### config.mk
export PLATFORM = sky130hd
export DESIGN_NAME = tilt_csv_line_parser_unit_flat
export DESIGN_NICKNAME = d
export VERILOG_FILES = /design/src/rtl/core/tcsv_pkg.sv /design/src/rtl/core/tcsv_in_if.sv /design/src/rtl/core/tcsv_out_if.sv /design/src/rtl/core/tcsv_tokenizer.sv /design/src/rtl/core/tilt_csv_line_parser_unit.sv /design/src/flat_wrapper.sv
export SDC_FILE = /design/constraint.sdc
export NUM_CORES = 1
export LEC_CHECK = 0
export BUFFER_PORTS_ARGS = -buffer_cell sky130_fd_sc_hd__buf_2
export CAP_MARGIN = 40
export CORE_MARGIN = 2
export CORE_UTILIZATION = 65
export DETAILED_ROUTE_END_ITERATION = 16
export GPL_TIMING_DRIVEN = 0
export PLACE_DENSITY = 0.88
export SYNTH_ARGS = -nofsm -noshare
export SYNTH_HDL_FRONTEND = slang
export SYNTH_HIERARCHICAL = 1
export SYNTH_SLANG_ARGS = --single-unit
### constraint.sdc
create_clock -name clk -period 12.6 [get_ports clk]
set_input_delay 1.26 -clock clk [delete_from_list [all_inputs] [get_ports clk]]
set_output_delay 1.26 -clock clk [all_outputs]
set_load 0.05 [all_outputs]
### src/rtl/core/tcsv_pkg.sv
// ----------------------------------------------------------------------------
// tcsv_pkg
// Types, constants and helpers of the tiltmeter CSV line parser.
// ----------------------------------------------------------------------------
`default_nettype none

package tcsv_pkg;

    localparam int CHECKED_TOKENS = 4;
    localparam int MAX_TOKENS     = 5;
    localparam int MIN_ROOM       = 4;

    localparam int CHAR_W  = 8;
    localparam int VOLT_W  = 32;
    localparam int ACCEL_W = 27;
    localparam int TEMP_W  = 17;
    localparam int ROOM_W  = 8;
    localparam int MINLEN_W = 7;

    localparam int CFG_IDX_W  = 1;
    localparam int CFG_DATA_W = 8;

    typedef logic [2:0] tok_idx_t;
    typedef logic [3:0] tok_len_t;
    typedef logic [1:0] tok_slot_t;

    localparam tok_len_t LEN_CAP = 4'd14;

    localparam logic [CHAR_W-1:0] CHAR_COMMA = 8'h2C;
    localparam logic [CHAR_W-1:0] CHAR_ZERO  = 8'h30;
    localparam logic [CHAR_W-1:0] CHAR_NINE  = 8'h39;
    localparam logic [CHAR_W-1:0] CHAR_NUL   = 8'h00;

    // Configuration register indexes
    localparam logic [CFG_IDX_W-1:0] CFG_CHANNEL_ROOM    = 1'd0;
    localparam logic [CFG_IDX_W-1:0] CFG_MIN_LINE_LENGTH = 1'd1;

    localparam logic [ROOM_W-1:0]   ROOM_RESET   = 8'd4;
    localparam logic [MINLEN_W-1:0] MINLEN_RESET = 7'd30;

    localparam tok_len_t TOK_MIN_LEN [CHECKED_TOKENS] = '{4'd1, 4'd8, 4'd8, 4'd5};
    localparam tok_len_t TOK_MAX_LEN [CHECKED_TOKENS] = '{4'd13, 4'd8, 4'd8, 4'd5};

    typedef struct packed {
        logic enough_tokens;
        logic token_error;
    } tok_status_t;

    function automatic tok_slot_t tok_slot(tok_idx_t idx);
        return tok_slot_t'(idx - 3'd1);
    endfunction

    function automatic logic len_ok(tok_slot_t k, tok_len_t len);
        return (len >= TOK_MIN_LEN[k]) && (len <= TOK_MAX_LEN[k]);
    endfunction

    // a * 10 + d, wrapped to 32 bits
    function automatic logic [31:0] mul10_add(logic [31:0] a, logic [3:0] d);
        return (a << 3) + (a << 1) + {28'd0, d};
    endfunction

endpackage

`default_nettype wire

### src/rtl/core/tcsv_in_if.sv
// ----------------------------------------------------------------------------
// tcsv_in_if
// Byte channel into the parser: one line byte and its end flag per item.
// ----------------------------------------------------------------------------
`default_nettype none

interface tcsv_in_if;
    logic                          valid;
    logic                          ready;
    logic [tcsv_pkg::CHAR_W-1:0]   char_byte;
    logic                          line_end;

    modport source (output valid, output char_byte, output line_end, input ready);
    modport sink   (input valid, input char_byte, input line_end, output ready);
endinterface

`default_nettype wire

### src/rtl/core/tcsv_out_if.sv
// ----------------------------------------------------------------------------
// tcsv_out_if
// Result channel of the parser: verdict and four samples per line.
// ----------------------------------------------------------------------------
`default_nettype none

interface tcsv_out_if;
    logic                                 valid;
    logic                                 ready;
    logic                                 line_ok;
    logic signed [tcsv_pkg::VOLT_W-1:0]   voltage_sample;
    logic [tcsv_pkg::ACCEL_W-1:0]         accel_y_sample;
    logic [tcsv_pkg::ACCEL_W-1:0]         accel_x_sample;
    logic [tcsv_pkg::TEMP_W-1:0]          temperature_sample;

    modport source (output valid, output line_ok, output voltage_sample,
                    output accel_y_sample, output accel_x_sample,
                    output temperature_sample, input ready);
    modport sink   (input valid, input line_ok, input voltage_sample,
                    input accel_y_sample, input accel_x_sample,
                    input temperature_sample, output ready);
endinterface

`default_nettype wire

### src/rtl/core/tcsv_tokenizer.sv
// ----------------------------------------------------------------------------
// tcsv_tokenizer
// Comma tokenizer with per-token length/digit check and decimal accumulators.
// ----------------------------------------------------------------------------
`default_nettype none

module tcsv_tokenizer (
    input  logic                              clk,
    input  logic                              rst_n,
    input  logic                              advance,
    input  logic                              tokenize,
    input  logic [tcsv_pkg::CHAR_W-1:0]       char_byte,
    input  logic                              line_end,
    output tcsv_pkg::tok_status_t             status,
    output logic [tcsv_pkg::VOLT_W-1:0]       volt_acc,
    output logic [tcsv_pkg::ACCEL_W-1:0]      accy_acc,
    output logic [tcsv_pkg::ACCEL_W-1:0]      accx_acc,
    output logic [tcsv_pkg::TEMP_W-1:0]       temp_acc
);
    import tcsv_pkg::*;

    tok_idx_t             idx_reg,  idx_next;
    tok_len_t             len_reg,  len_next;
    logic                 open_reg, open_next;
    logic                 err_reg,  err_next;
    logic [VOLT_W-1:0]    volt_reg, volt_next;
    logic [ACCEL_W-1:0]   accy_reg, accy_next;
    logic [ACCEL_W-1:0]   accx_reg, accx_next;
    logic [TEMP_W-1:0]    temp_reg, temp_next;

    logic                 is_comma;
    logic                 is_digit;
    logic                 active;
    tok_slot_t            slot;
    logic [31:0]          acc_sel;
    logic [31:0]          acc_upd;

    assign is_comma = (char_byte == CHAR_COMMA);
    assign is_digit = (char_byte >= CHAR_ZERO) && (char_byte <= CHAR_NINE);

    always_comb
    begin
        idx_next  = idx_reg;
        len_next  = len_reg;
        open_next = open_reg;
        err_next  = err_reg;
        volt_next = volt_reg;
        accy_next = accy_reg;
        accx_next = accx_reg;
        temp_next = temp_reg;
        active    = 1'b0;
        slot      = tok_slot(idx_reg);
        acc_sel   = 32'd0;
        acc_upd   = 32'd0;

        if (tokenize)
        begin
            if (is_comma)
            begin
                if (open_reg && idx_reg >= 3'd1 && idx_reg <= 3'(CHECKED_TOKENS)
                    && !len_ok(slot, len_reg))
                begin
                    err_next = 1'b1;
                end
                open_next = 1'b0;
            end
            else
            begin
                if (!open_reg && idx_reg < 3'(MAX_TOKENS))
                begin
                    idx_next  = idx_reg + 3'd1;
                    open_next = 1'b1;
                    len_next  = '0;
                end
                active = open_next && (idx_next <= 3'(CHECKED_TOKENS));
                slot   = tok_slot(idx_next);
                if (active)
                begin
                    if (len_next != LEN_CAP)
                    begin
                        len_next = len_next + 4'd1;
                    end
                    case (slot)
                        2'd0:    acc_sel = volt_reg;
                        2'd1:    acc_sel = {5'd0, accy_reg};
                        2'd2:    acc_sel = {5'd0, accx_reg};
                        2'd3:    acc_sel = {15'd0, temp_reg};
                        default: acc_sel = 32'd0;
                    endcase
                    acc_upd = mul10_add(acc_sel, 4'(char_byte - CHAR_ZERO));
                    if (!is_digit)
                    begin
                        err_next = 1'b1;
                    end
                    else
                    begin
                        case (slot)
                            2'd0:    volt_next = acc_upd;
                            2'd1:    accy_next = acc_upd[ACCEL_W-1:0];
                            2'd2:    accx_next = acc_upd[ACCEL_W-1:0];
                            2'd3:    temp_next = acc_upd[TEMP_W-1:0];
                            default: volt_next = volt_reg;
                        endcase
                    end
                end
            end
        end
    end

    // Line-end view: close the open token on top of this byte's update
    assign status.enough_tokens = (idx_next >= 3'(CHECKED_TOKENS));
    assign status.token_error   = err_next ||
        (open_next && idx_next >= 3'd1 && idx_next <= 3'(CHECKED_TOKENS)
         && !len_ok(tok_slot(idx_next), len_next));

    assign volt_acc = volt_next;
    assign accy_acc = accy_next;
    assign accx_acc = accx_next;
    assign temp_acc = temp_next;

    always_ff @(posedge clk or negedge rst_n)
    begin
        if (!rst_n)
        begin
            idx_reg  <= '0;
            len_reg  <= '0;
            open_reg <= 1'b0;
            err_reg  <= 1'b0;
            volt_reg <= '0;
            accy_reg <= '0;
            accx_reg <= '0;
            temp_reg <= '0;
        end
        else if (advance)
        begin
            if (line_end)
            begin
                idx_reg  <= '0;
                len_reg  <= '0;
                open_reg <= 1'b0;
                err_reg  <= 1'b0;
                volt_reg <= '0;
                accy_reg <= '0;
                accx_reg <= '0;
                temp_reg <= '0;
            end
            else
            begin
                idx_reg  <= idx_next;
                len_reg  <= len_next;
                open_reg <= open_next;
                err_reg  <= err_next;
                volt_reg <= volt_next;
                accy_reg <= accy_next;
                accx_reg <= accx_next;
                temp_reg <= temp_next;
            end
        end
    end

endmodule

`default_nettype wire

### src/rtl/core/tilt_csv_line_parser_unit.sv
// ----------------------------------------------------------------------------
// tilt_csv_line_parser_unit
// Byte-serial parser for comma-separated tiltmeter lines.
// ----------------------------------------------------------------------------
// The block takes one byte of a sensor line per item on in_ch, with line_end
// set on the last byte, and returns one result item on out_ch per line: a
// pass/reject flag and the four decoded samples (voltage, accel Y, accel X,
// temperature), all zero on reject. A line passes when channel_room is at
// least four, the line holds at least min_line_length bytes, at least four
// non-empty tokens were seen, and the first four tokens are all digits with
// lengths 1-13, 8, 8 and 5. Runs of commas make no empty tokens, a fifth token
// is ignored, and only the first BUFFER_BYTES-1 bytes are tokenized (later
// bytes still count toward the length). A zero byte ends the line's text:
// it and the following bytes of that line are neither counted nor parsed.
// Rate: one item per clock while no line-end byte stalls. Each byte passes an
// input register and then the tokenizer logic (compare, multiply-by-ten add),
// whose line-end verdict is written into the output register. The output
// register lets bytes keep flowing while a result waits; only a line-end byte
// stalls, in the input register, while the previous result is still untaken.
// Configuration (index 0: channel_room, index 1: min_line_length) must be
// written by the user through cfg_we / cfg_index / cfg_data only while no line
// is in flight; the block itself does not enforce this.
// ----------------------------------------------------------------------------
`default_nettype none

module tilt_csv_line_parser_unit #(
    parameter int BUFFER_BYTES = 64
) (
    input  logic                                clk,
    input  logic                                rst_n,
    tcsv_in_if.sink                             in_ch,
    tcsv_out_if.source                          out_ch,
    input  logic                                cfg_we,
    input  logic [tcsv_pkg::CFG_IDX_W-1:0]      cfg_index,
    input  logic [tcsv_pkg::CFG_DATA_W-1:0]     cfg_data
);
    import tcsv_pkg::*;

    // Byte counter must cover both the tokenizing window and min_line_length
    localparam int WIN_W = $clog2(BUFFER_BYTES);
    localparam int CNT_W = (WIN_W > MINLEN_W) ? WIN_W : MINLEN_W;
    localparam logic [CNT_W-1:0] CNT_MAX    = '1;
    localparam logic [CNT_W-1:0] WINDOW_END = CNT_W'(BUFFER_BYTES - 1);

    // Configuration registers
    logic [ROOM_W-1:0]    room_reg;
    logic [MINLEN_W-1:0]  minlen_reg;

    // Input register
    logic                 s1_valid_reg;
    logic [CHAR_W-1:0]    s1_byte_reg;
    logic                 s1_last_reg;

    // Line state kept here; token state lives in the tokenizer
    logic [CNT_W-1:0]     cnt_reg,  cnt_next;
    logic                 nul_reg;

    // Output register
    logic                 out_valid_reg;
    logic                 out_ok_reg;
    logic [VOLT_W-1:0]    out_volt_reg;
    logic [ACCEL_W-1:0]   out_accy_reg;
    logic [ACCEL_W-1:0]   out_accx_reg;
    logic [TEMP_W-1:0]    out_temp_reg;

    logic                 out_free;
    logic                 s1_adv;
    logic                 in_take;
    logic                 effective;
    logic                 tokenize;
    logic                 line_ok;

    tok_status_t          tok_status;
    logic [VOLT_W-1:0]    volt_acc;
    logic [ACCEL_W-1:0]   accy_acc;
    logic [ACCEL_W-1:0]   accx_acc;
    logic [TEMP_W-1:0]    temp_acc;

    // Handshake: a plain byte always moves on; a line-end byte waits for room
    // in the output register.
    assign out_free    = !out_valid_reg || out_ch.ready;
    assign s1_adv      = s1_valid_reg && (!s1_last_reg || out_free);
    assign in_ch.ready = !s1_valid_reg || s1_adv;
    assign in_take     = in_ch.valid && in_ch.ready;

    // Drop the byte once a zero byte has ended the text of this line
    assign effective = !nul_reg && (s1_byte_reg != CHAR_NUL);
    assign tokenize  = effective && (cnt_reg < WINDOW_END);
    assign cnt_next  = (effective && cnt_reg != CNT_MAX) ? cnt_reg + 1'b1 : cnt_reg;

    tcsv_tokenizer u_tok (
        .clk       (clk),
        .rst_n     (rst_n),
        .advance   (s1_adv),
        .tokenize  (tokenize),
        .char_byte (s1_byte_reg),
        .line_end  (s1_last_reg),
        .status    (tok_status),
        .volt_acc  (volt_acc),
        .accy_acc  (accy_acc),
        .accx_acc  (accx_acc),
        .temp_acc  (temp_acc)
    );

    assign line_ok = (room_reg >= ROOM_W'(MIN_ROOM))
                  && (cnt_next >= CNT_W'(minlen_reg))
                  && tok_status.enough_tokens
                  && !tok_status.token_error;

    // Configuration writes
    always_ff @(posedge clk or negedge rst_n)
    begin
        if (!rst_n)
        begin
            room_reg   <= ROOM_RESET;
            minlen_reg <= MINLEN_RESET;
        end
        else if (cfg_we)
        begin
            case (cfg_index)
                CFG_CHANNEL_ROOM:    room_reg   <= cfg_data;
                CFG_MIN_LINE_LENGTH: minlen_reg <= cfg_data[MINLEN_W-1:0];
                default:             room_reg   <= room_reg;
            endcase
        end
    end

    // Input register: load whenever the stage is free or moving on
    always_ff @(posedge clk or negedge rst_n)
    begin
        if (!rst_n)
        begin
            s1_valid_reg <= 1'b0;
        end
        else if (in_ch.ready)
        begin
            s1_valid_reg <= in_ch.valid;
        end
    end

    always_ff @(posedge clk)
    begin
        if (in_take)
        begin
            s1_byte_reg <= in_ch.char_byte;
            s1_last_reg <= in_ch.line_end;
        end
    end

    // Line length and zero-byte flag; clear at the end of each line
    always_ff @(posedge clk or negedge rst_n)
    begin
        if (!rst_n)
        begin
            cnt_reg <= '0;
            nul_reg <= 1'b0;
        end
        else if (s1_adv)
        begin
            if (s1_last_reg)
            begin
                cnt_reg <= '0;
                nul_reg <= 1'b0;
            end
            else
            begin
                cnt_reg <= cnt_next;
                nul_reg <= nul_reg || (s1_byte_reg == CHAR_NUL);
            end
        end
    end

    // Output register: hold the result until taken
    always_ff @(posedge clk or negedge rst_n)
    begin
        if (!rst_n)
        begin
            out_valid_reg <= 1'b0;
        end
        else if (s1_adv && s1_last_reg)
        begin
            out_valid_reg <= 1'b1;
        end
        else if (out_ch.ready)
        begin
            out_valid_reg <= 1'b0;
        end
    end

    always_ff @(posedge clk)
    begin
        if (s1_adv && s1_last_reg)
        begin
            out_ok_reg   <= line_ok;
            out_volt_reg <= line_ok ? volt_acc : '0;
            out_accy_reg <= line_ok ? accy_acc : '0;
            out_accx_reg <= line_ok ? accx_acc : '0;
            out_temp_reg <= line_ok ? temp_acc : '0;
        end
    end

    assign out_ch.valid              = out_valid_reg;
    assign out_ch.line_ok            = out_ok_reg;
    assign out_ch.voltage_sample     = $signed(out_volt_reg);
    assign out_ch.accel_y_sample     = out_accy_reg;
    assign out_ch.accel_x_sample     = out_accx_reg;
    assign out_ch.temperature_sample = out_temp_reg;

endmodule

`default_nettype wire

### src/flat_wrapper.sv
// flat-port wrapper written by rule: the top's interface ports become plain ports
module tilt_csv_line_parser_unit_flat import tcsv_pkg::*;
#(
    parameter int BUFFER_BYTES = 64
)
  (clk, rst_n, cfg_we, cfg_index, cfg_data, in_ch_valid, in_ch_char_byte, in_ch_line_end, in_ch_ready, out_ch_valid, out_ch_line_ok, out_ch_voltage_sample, out_ch_accel_y_sample, out_ch_accel_x_sample, out_ch_temperature_sample, out_ch_ready);
  tcsv_in_if in_ch_i ();
  tcsv_out_if out_ch_i ();
  input  logic clk;
  input  logic rst_n;
  input  logic cfg_we;
  input  logic [tcsv_pkg::CFG_IDX_W-1:0] cfg_index;
  input  logic [tcsv_pkg::CFG_DATA_W-1:0] cfg_data;
  input wire logic [$bits(in_ch_i.valid)-1:0] in_ch_valid;
  input wire logic [$bits(in_ch_i.char_byte)-1:0] in_ch_char_byte;
  input wire logic [$bits(in_ch_i.line_end)-1:0] in_ch_line_end;
  output wire logic [$bits(in_ch_i.ready)-1:0] in_ch_ready;
  output wire logic [$bits(out_ch_i.valid)-1:0] out_ch_valid;
  output wire logic [$bits(out_ch_i.line_ok)-1:0] out_ch_line_ok;
  output wire logic [$bits(out_ch_i.voltage_sample)-1:0] out_ch_voltage_sample;
  output wire logic [$bits(out_ch_i.accel_y_sample)-1:0] out_ch_accel_y_sample;
  output wire logic [$bits(out_ch_i.accel_x_sample)-1:0] out_ch_accel_x_sample;
  output wire logic [$bits(out_ch_i.temperature_sample)-1:0] out_ch_temperature_sample;
  input wire logic [$bits(out_ch_i.ready)-1:0] out_ch_ready;
  assign in_ch_i.valid = in_ch_valid;
  assign in_ch_i.char_byte = in_ch_char_byte;
  assign in_ch_i.line_end = in_ch_line_end;
  assign in_ch_ready = in_ch_i.ready;
  assign out_ch_valid = out_ch_i.valid;
  assign out_ch_line_ok = out_ch_i.line_ok;
  assign out_ch_voltage_sample = out_ch_i.voltage_sample;
  assign out_ch_accel_y_sample = out_ch_i.accel_y_sample;
  assign out_ch_accel_x_sample = out_ch_i.accel_x_sample;
  assign out_ch_temperature_sample = out_ch_i.temperature_sample;
  assign out_ch_i.ready = out_ch_ready;
  tilt_csv_line_parser_unit #(.BUFFER_BYTES(BUFFER_BYTES)) u_core (.clk(clk), .rst_n(rst_n), .in_ch(in_ch_i), .out_ch(out_ch_i), .cfg_we(cfg_we), .cfg_index(cfg_index), .cfg_data(cfg_data));
endmodule
==> impl_metrics.env, run 1 <==
export IMPL_critPathLaunchType="register"
export IMPL_skew_ns=0.0197
export IMPL_place_area_mm2=0.0154
export IMPL_ys_flop_type="dfrtp_1"
export IMPL_maxCapViolCount=0
export IMPL_r2r_slack_ns=5.71
export IMPL_finalCritPeriodShare_pct=54.7
export IMPL_critPathMaxFanout=10
export IMPL_synth_edf_count=113
export IMPL_layout_nets=1690
export IMPL_ant_nets=0
export IMPL_crit_end="u_core/out_ch.voltage_sample[12]$_SDFFCE_PN0P_"
export IMPL_tightest_slew_ns=0.944
export IMPL_grt_max_degree=70
export IMPL_grt_pass1_vias=12000
export IMPL_cts_setup_buffers=0
export IMPL_yosysSeqAreaShare_pct=47.2
export IMPL_clock_latency_ns=0.55
export IMPL_setup_tns_ns=0
export IMPL_clockRootBuffer="clkbuf_16"
export IMPL_die_w_um=153
export IMPL_grt_usage_pct=35.5
export IMPL_grtUsageMet1_pct=47.1
export IMPL_drc=0
export IMPL_use_met3_pct=6.80
export IMPL_crit_path_end_kind="register"
export IMPL_io_pins=129
export IMPL_slew_viol_final=0
export IMPL_overflow=0
export IMPL_place_congestion=1.00
export IMPL_die_y_um=153
export IMPL_cts_sinks=248
export IMPL_worst_r2r_path_depth=24
export IMPL_critical_path_class="register to register"
export IMPL_async_flop_share_pct=54.4
export IMPL_fp_row_count=54
export IMPL_stdcell_area_mm2=0.0163
export IMPL_syn_inst=1420
export IMPL_n_antenna_cell=0
export IMPL_min_period_ns=6.89
export IMPL_cts_tree="done"
export IMPL_slew_headroom_pct=36.6
export IMPL_die_area_mm2=0.0233
export IMPL_yosysWarnings=6
export IMPL_drive_above_1_share_pct=17.9
export IMPL_globalRoute_busiestLayer="met2"
export IMPL_rsz0062_at_grt="no"
export IMPL_setup_viol=0
export IMPL_hold_buffers=0
export IMPL_power_per_cell_area_mw_per_mm2=152
export IMPL_finalHoldViolations=0
export IMPL_status="complete, no violations"
export IMPL_h_tree_depth=1
export IMPL_fmax_ghz=0.145
export IMPL_synth_nets=1528
export IMPL_grt_first_pass_wirelength_mm=65.5
export IMPL_r2r_end="u_core/out_ch.voltage_sample[12]$_SDFFCE_PN0P_"
export IMPL_initial_utilization_pct=66.0
export IMPL_syn_cell_area_mm2=0.0144
export IMPL_avgSynthCellArea_um2=10.1
export IMPL_required_ns=12.90
export IMPL_ys_types=79
export IMPL_power_leakage_uw=0.00776
export IMPL_critPathArrivalTime_ns=7.19
export IMPL_cts_resized=0
export IMPL_via_count=12300
export IMPL_ys_ff_latch=248
export IMPL_hp_class="register to register"
export IMPL_core_mm2=0.0218
export IMPL_areaGrowthSynthToFinish_pct=13.9
export IMPL_port_buffers=128
export IMPL_place_detailed_hpwl_mm=30.9
export IMPL_wirelength_mm=42.0
export IMPL_firstDrtPassIters=8
export IMPL_grt_util_met2_pct=56.8
export IMPL_clockBufferDepth=3
export IMPL_cts_buffers=26
export IMPL_initialDrtViolationCount=1380
export IMPL_vias_per_cell=6.54
export IMPL_r2r_start="u_core/u_tok/idx_reg[0]$_DFFE_PN0P_"
export IMPL_antenna_found_initial=0
export IMPL_vdd_drop_max_uv=96.8
export IMPL_crit_path_start="u_core/u_tok/idx_reg[0]$_DFFE_PN0P_"
export IMPL_power_uw=2480
export IMPL_wl_per_cell_um=22.3
export IMPL_clkTransAtPathRegs_ns=0.06
==> cell usage after synthesis, types with 4 or more instances <==
cell | n | area [µm²]
nand2_1 | 275 | 1030
dfrtp_1 | 130 | 3250
and3_1 | 126 | 788
edfxtp_1 | 113 | 3390
a22o_1 | 87 | 762
ha_1 | 83 | 1040
o21ai_0 | 76 | 380
clkbuf_1 | 52 | 195
nor2_1 | 50 | 188
a21oi_1 | 47 | 235
mux2_2 | 42 | 473
inv_1 | 39 | 146
xnor2_1 | 34 | 298
a31oi_1 | 21 | 131
mux2i_1 | 20 | 200
buf_2 | 19 | 95.1
a21o_1 | 18 | 135
xor2_1 | 13 | 114
nand2b_1 | 12 | 75.1
nor3_1 | 12 | 60.1
o21ai_1 | 10 | 50.1
nand3_1 | 9 | 45.0
buf_6 | 7 | 78.8
nand4_1 | 7 | 43.8
o21ai_2 | 7 | 61.3
buf_1 | 6 | 22.5
o21bai_1 | 6 | 45.0
o31ai_1 | 6 | 45.0
dfstp_2 | 5 | 131
nor2b_1 | 5 | 31.3
o21a_1 | 5 | 37.5
a21oi_2 | 4 | 35.0
and2_1 | 4 | 25.0
nor2_2 | 4 | 25.0
==> final cells by class <==
class	instances	area, µm²
Sequential cell	248	6780
Clock buffer	38	758
Fill cell	1456	5410
Tap cell	280	350
Multi-Input combinational cell	1047	7040
Clock inverter	10	139
Buffer	84	392
Inverter	41	154
Timing Repair Buffer	134	736
==> how the worst min path moves through the flow <==
stage	to	cells past startpoint	from	slack [ns]
after floorplan	u_core/u_tok/temp_reg[12]$_DFFE_PN0P_	2	u_core/u_tok/temp_reg[12]$_DFFE_PN0P_	0.46
after global placement	u_core/u_tok/temp_reg[7]$_DFFE_PN0P_	2	u_core/u_tok/temp_reg[7]$_DFFE_PN0P_	0.48
after detailed placement	u_core/u_tok/temp_reg[8]$_DFFE_PN0P_	2	u_core/u_tok/temp_reg[8]$_DFFE_PN0P_	0.50
after CTS	u_core/u_tok/temp_reg[8]$_DFFE_PN0P_	2	u_core/u_tok/temp_reg[8]$_DFFE_PN0P_	0.51
after global routing	u_core/u_tok/accx_reg[25]$_DFFE_PN0P_	1	u_core/u_tok/accx_reg[25]$_DFFE_PN0P_	0.54
final	u_core/room_reg[5]$_DFFE_PN0P_	1	u_core/room_reg[5]$_DFFE_PN0P_	0.51
==> through the flow <==
step           setup WS [ns]  instances  utilization (%)  hold WS (ns)
6_report                5.71       1882             75.1         0.512
5_1_grt                 5.50       1882             75.1         0.535
4_1_cts                 6.01       1881             75.1         0.511
3_5_place_dp            6.07       1833             71.0         0.497
3_3_place_gp            6.20       1828             70.5         0.483
2_1_floorplan           7.38       1420                -         0.465
==> layer usage <==
metal | routed length (µm) | vias up | share of wire, %
met5 | 0 | - | 0
met4 | 2080 | 0 | 5.0
met3 | 4720 | 151 | 11
met2 | 19200 | 788 | 46
met1 | 16000 | 5884 | 38
li1 | - | 5481 | -
==> critical path, stage by stage (launching register included) <==
cell and delay (ns):
dfrtp_1 0.49, buf_2 0.29, inv_1 0.07, ha_1 0.27
buf_2 0.18, o22a_1 0.28, buf_2 0.35, buf_1 0.57
mux2i_1 0.25, mux2i_1 0.23, inv_1 0.10, fa_1 0.52
inv_1 0.07, fa_1 0.49, nand2_1 0.12, a21oi_1 0.16
nor2_1 0.13, nor2_1 0.05, nor2_1 0.25, o21bai_1 0.10
a21oi_1 0.31, o21ai_0 0.15, xnor2_1 0.70, o21ai_0 0.28
and3_1 0.22
==> report_power, final <==
part / leakage [µW] / internal, µW / switching [µW] / total [µW]
sequential: 0.00293 / 885 / 26.3 / 911
clock: 0.000440 / 480 / 319 / 799
combinational: 0.00439 / 228 / 546 / 774
total: 0.00776 / 1590 / 892 / 2480
==> cell usage in the layout, fill, tap and decap left out, types with 47 or more instances in the layout <==
cell type	count
and3_1	125
dfrtp_1	130
buf_2	146
nand2_1	275
a22o_1	87
nor2_1	50
ha_1	83
o21ai_0	76
edfxtp_1	113
a21oi_1	47
clkbuf_1	60
==> cells by family after synthesis <==
| family | after synthesis | share of synthesized area [%] |
|---|---|---|
| AND/OR/NAND/NOR | 524 | 17.3 |
| AO/OA/AOI/OAI | 327 | 16.4 |
| flip-flops | 248 | 47.2 |
| buffers and inverters | 125 | 3.80 |
| adder cells (fa/ha/maj) | 85 | 7.51 |
| multiplexers | 63 | 4.79 |
| XOR/XNOR | 48 | 2.98 |
Power figures use the tool's default switching activity.
==> run 2, diff against run 1 <==
--- a/config.mk
+++ b/config.mk
@@ -5,13 +5,14 @@
 export SDC_FILE = /design/constraint.sdc
 export NUM_CORES = 1
 export LEC_CHECK = 0
+export ABC_AREA = 1
 export BUFFER_PORTS_ARGS = -buffer_cell sky130_fd_sc_hd__buf_2
 export CAP_MARGIN = 40
 export CORE_MARGIN = 2
-export CORE_UTILIZATION = 65
+export CORE_UTILIZATION = 55
 export DETAILED_ROUTE_END_ITERATION = 16
 export GPL_TIMING_DRIVEN = 0
-export PLACE_DENSITY = 0.88
+export PLACE_DENSITY = 0.79
 export SYNTH_ARGS = -nofsm -noshare
 export SYNTH_HDL_FRONTEND = slang
 export SYNTH_HIERARCHICAL = 1
==> constraint.sdc (replaced) <==
create_clock -name clk -period 5.7 [get_ports clk]
set_input_delay 0.57 -clock clk [delete_from_list [all_inputs] [get_ports clk]]
set_output_delay 0.57 -clock clk [all_outputs]
set_load 0.05 [all_outputs]
==> impl_metrics.env, run 2 <==
export IMPL_status="finished with violations"
export IMPL_violations="negative hold slack"
export IMPL_critical_path_class="register to register"
export IMPL_place_detailed_hpwl_mm=32.4
export IMPL_die_y_um=172
export IMPL_fp_row_count=61
export IMPL_async_flop_share_pct=54.4
export IMPL_vias_per_cell=5.43
export IMPL_wirelength_mm=42.4
export IMPL_required_ns=6.01
export IMPL_die_w_um=172
export IMPL_ys_types=50
export IMPL_cts_resized=4
export IMPL_cts_sinks=248
export IMPL_final_cell_count_no_fill=2421
export IMPL_syn_cell_area_mm2=0.0154
export IMPL_power_leakage_uw=0.00828
export IMPL_hold_buffers=0
export IMPL_yosysWarnings=6
export IMPL_hold_slack_ns=-0.00418
export IMPL_die_area_mm2=0.0294
export IMPL_io_pins=129
export IMPL_power_per_cell_area_mw_per_mm2=364
export IMPL_rsz0062_at_grt="yes"
export IMPL_critPathMaxFanout=10
export IMPL_setup_viol=0
export IMPL_h_tree_depth=1
export IMPL_mostFrequentLayoutCells="nand2_1, inv_1, o21ai_0"
export IMPL_finalHoldViolations=2
export IMPL_slew_headroom_pct=46.9
export IMPL_firstDrtPassIters=6
export IMPL_initialDrtViolationCount=1305
export IMPL_globalRoute_busiestLayer="met2"
export IMPL_maxCapViolCount=0
export IMPL_r2r_slack_ns=0.14
export IMPL_wl_per_cell_um=17.5
export IMPL_clockRootBuffer="clkbuf_16"
export IMPL_worst_r2r_path_depth=24
export IMPL_finalCritPeriodShare_pct=97.6
export IMPL_dp_cells=2372
export IMPL_crit_path_start="u_core/u_tok/idx_reg[0]$_DFFE_PN0P_"
export IMPL_overflow=0
export IMPL_slew_viol_final=0
export IMPL_layout_nets=2131
export IMPL_critPathArrivalTime_ns=5.87
export IMPL_clkTransAtPathRegs_ns=0.06
export IMPL_tightest_slew_ns=0.797
export IMPL_yosysTopAreaCell="edfxtp_1"
export IMPL_yosys_top_cells_count="nand2_1, inv_1, o21ai_0"
export IMPL_r2r_start="u_core/u_tok/idx_reg[0]$_DFFE_PN0P_"
export IMPL_yosysSeqAreaShare_pct=43.9
export IMPL_grtUsageMet1_pct=40.8
export IMPL_syn_inst=1864
export IMPL_r2r_end="u_core/out_ch.voltage_sample[19]$_SDFFCE_PN0P_"
export IMPL_ys_top_cells_by_area="edfxtp_1, dfrtp_1, nand2_1"
export IMPL_min_period_ns=5.56
export IMPL_use_met3_pct=5.02
export IMPL_clock_latency_ns=0.56
export IMPL_ys_flop_type="dfrtp_1"
export IMPL_cts_buffers=27
export IMPL_initial_utilization_pct=55.7
export IMPL_n_antenna_cell=0
export IMPL_core_mm2=0.0277
export IMPL_via_count=13100
export IMPL_final_util_pct=63.5
export IMPL_clockBufferDepth=3
export IMPL_avgSynthCellArea_um2=8.28
export IMPL_synth_most_common_cell="nand2_1"
export IMPL_grt_usage_pct=29.1
export IMPL_antenna_found_initial=0
export IMPL_ant_nets=0
export IMPL_cts_tree="done"
export IMPL_synth_top_cell_area_share_pct=22.0
export IMPL_grt_util_met2_pct=45.3
export IMPL_port_buffers=128
export IMPL_place_area_mm2=0.0166
export IMPL_place_congestion=0.957
export IMPL_crit_path_end_kind="register"
export IMPL_fmax_ghz=0.180
export IMPL_areaGrowthSynthToFinish_pct=14.0
export IMPL_cts_setup_buffers=0
export IMPL_final_common_cell="nand2_1"
export IMPL_skew_ns=0.0237
export IMPL_drc=0
export IMPL_synth_edf_count=113
export IMPL_grt_pass1_vias=12600
export IMPL_ys_ff_latch=248
export IMPL_crit_end="u_core/out_ch.voltage_sample[19]$_SDFFCE_PN0P_"
export IMPL_drive_above_1_share_pct=16.3
export IMPL_grt_max_degree=75
export IMPL_stdcell_area_mm2=0.0176
export IMPL_vdd_drop_max_uv=292
export IMPL_grt_first_pass_wirelength_mm=66.4
export IMPL_hp_class="input pin to async pin"
export IMPL_synth_nets=1972
export IMPL_critPathLaunchType="register"
==> run 2: changes by cell type after synthesis, sizes merged, moves of 23 or more <==
cell	change
nand3	+64
nor2	+123
and3	-126
o21ai	+85
xnor2	-23
o22ai	+40
a22o	-87
mux2	-42
nand2	+150
inv	+314
==> run 2: area by class of cell <==
cell class / count / area, µm²
plain buffers: 66 / 402
clock buffers: 29 / 683
clock inverters: 20 / 230
fillers: 2372 / 10100
inverters: 356 / 1340
multi-input cells: 1194 / 6990
flip-flops and latches: 248 / 6780
well taps: 378 / 473
repair buffers: 130 / 702
==> run 2: power breakdown <==
group	internal, µW	switching, µW	total (µW)
sequential	1960	51.6	2020
clock	1060	770	1830
combinational	714	1860	2570
total	3730	2680	6410
==> run 2: kinds of logic after synthesis <==
group / after synthesis / share of synthesized area, %
and+or+nand+nor: 733 / 22.9
muxes: 1 / 0.0729
adders and majority gates: 85 / 6.99
xor gates and xnor gates: 30 / 1.70
buffers and inverters: 422 / 11.2
DFF: 248 / 43.9
AOI/OAI and AO/OA: 345 / 13.2
==> run 2: how the worst min path moves through the flow <==
stage | cells after the start | slack, ns | endpoint | start
floorplan | 0 | 0.27 | u_core/cnt_reg[0]$_DFFE_PN0P_ | rst_n
global placement | 2 | 0.45 | u_core/u_tok/volt_reg[31]$_DFFE_PN0P_ | u_core/u_tok/volt_reg[31]$_DFFE_PN0P_
detailed placement | 2 | 0.47 | u_core/u_tok/volt_reg[31]$_DFFE_PN0P_ | u_core/u_tok/volt_reg[31]$_DFFE_PN0P_
CTS | 1 | 0.02 | u_core/cnt_reg[2]$_DFFE_PN0P_ | rst_n
global route | 1 | 0.04 | u_core/cnt_reg[2]$_DFFE_PN0P_ | rst_n
finish | 1 | -0.004 | u_core/cnt_reg[2]$_DFFE_PN0P_ | rst_n
==> run 2: metal layers <==
metal	vias to the layer above	share of wire [%]
li1	6327	-
met4	0	3.5
met2	634	44
met3	98	10
met1	6081	42
met5	-	0
==> run 2: per-stage QoR <==
stage | TNS, ns | setup slack, ns | power (µW)
final | 0 | 0.139 | 6410
after global routing | -0.0136 | -0.0136 | 6700
after CTS | 0 | 0.0438 | 6320
after detailed placement | -0.0741 | -0.0497 | 4480
after global placement | 0 | 0.00630 | 4440
after floorplan | 0 | 1.27 | 3700
==> run 2: worst max-delay path, stage by stage, from the launching register on <==
cell	delay, ns
dfrtp_1	0.37
buf_2	0.21
inv_1	0.12
ha_1	0.37
inv_1	0.10
o21ai_4	0.30
nand2_2	0.27
clkbuf_2	0.29
o221ai_1	0.33
o21ai_0	0.18
inv_1	0.12
ha_1	0.24
ha_1	0.37
nand2_1	0.09
nand3_1	0.16
a21boi_1	0.32
inv_1	0.07
nand2_1	0.07
nand2_1	0.17
a21oi_1	0.34
xor2_2	0.33
nand2_1	0.12
and2_1	0.19
inv_1	0.10
nor2_4	0.05
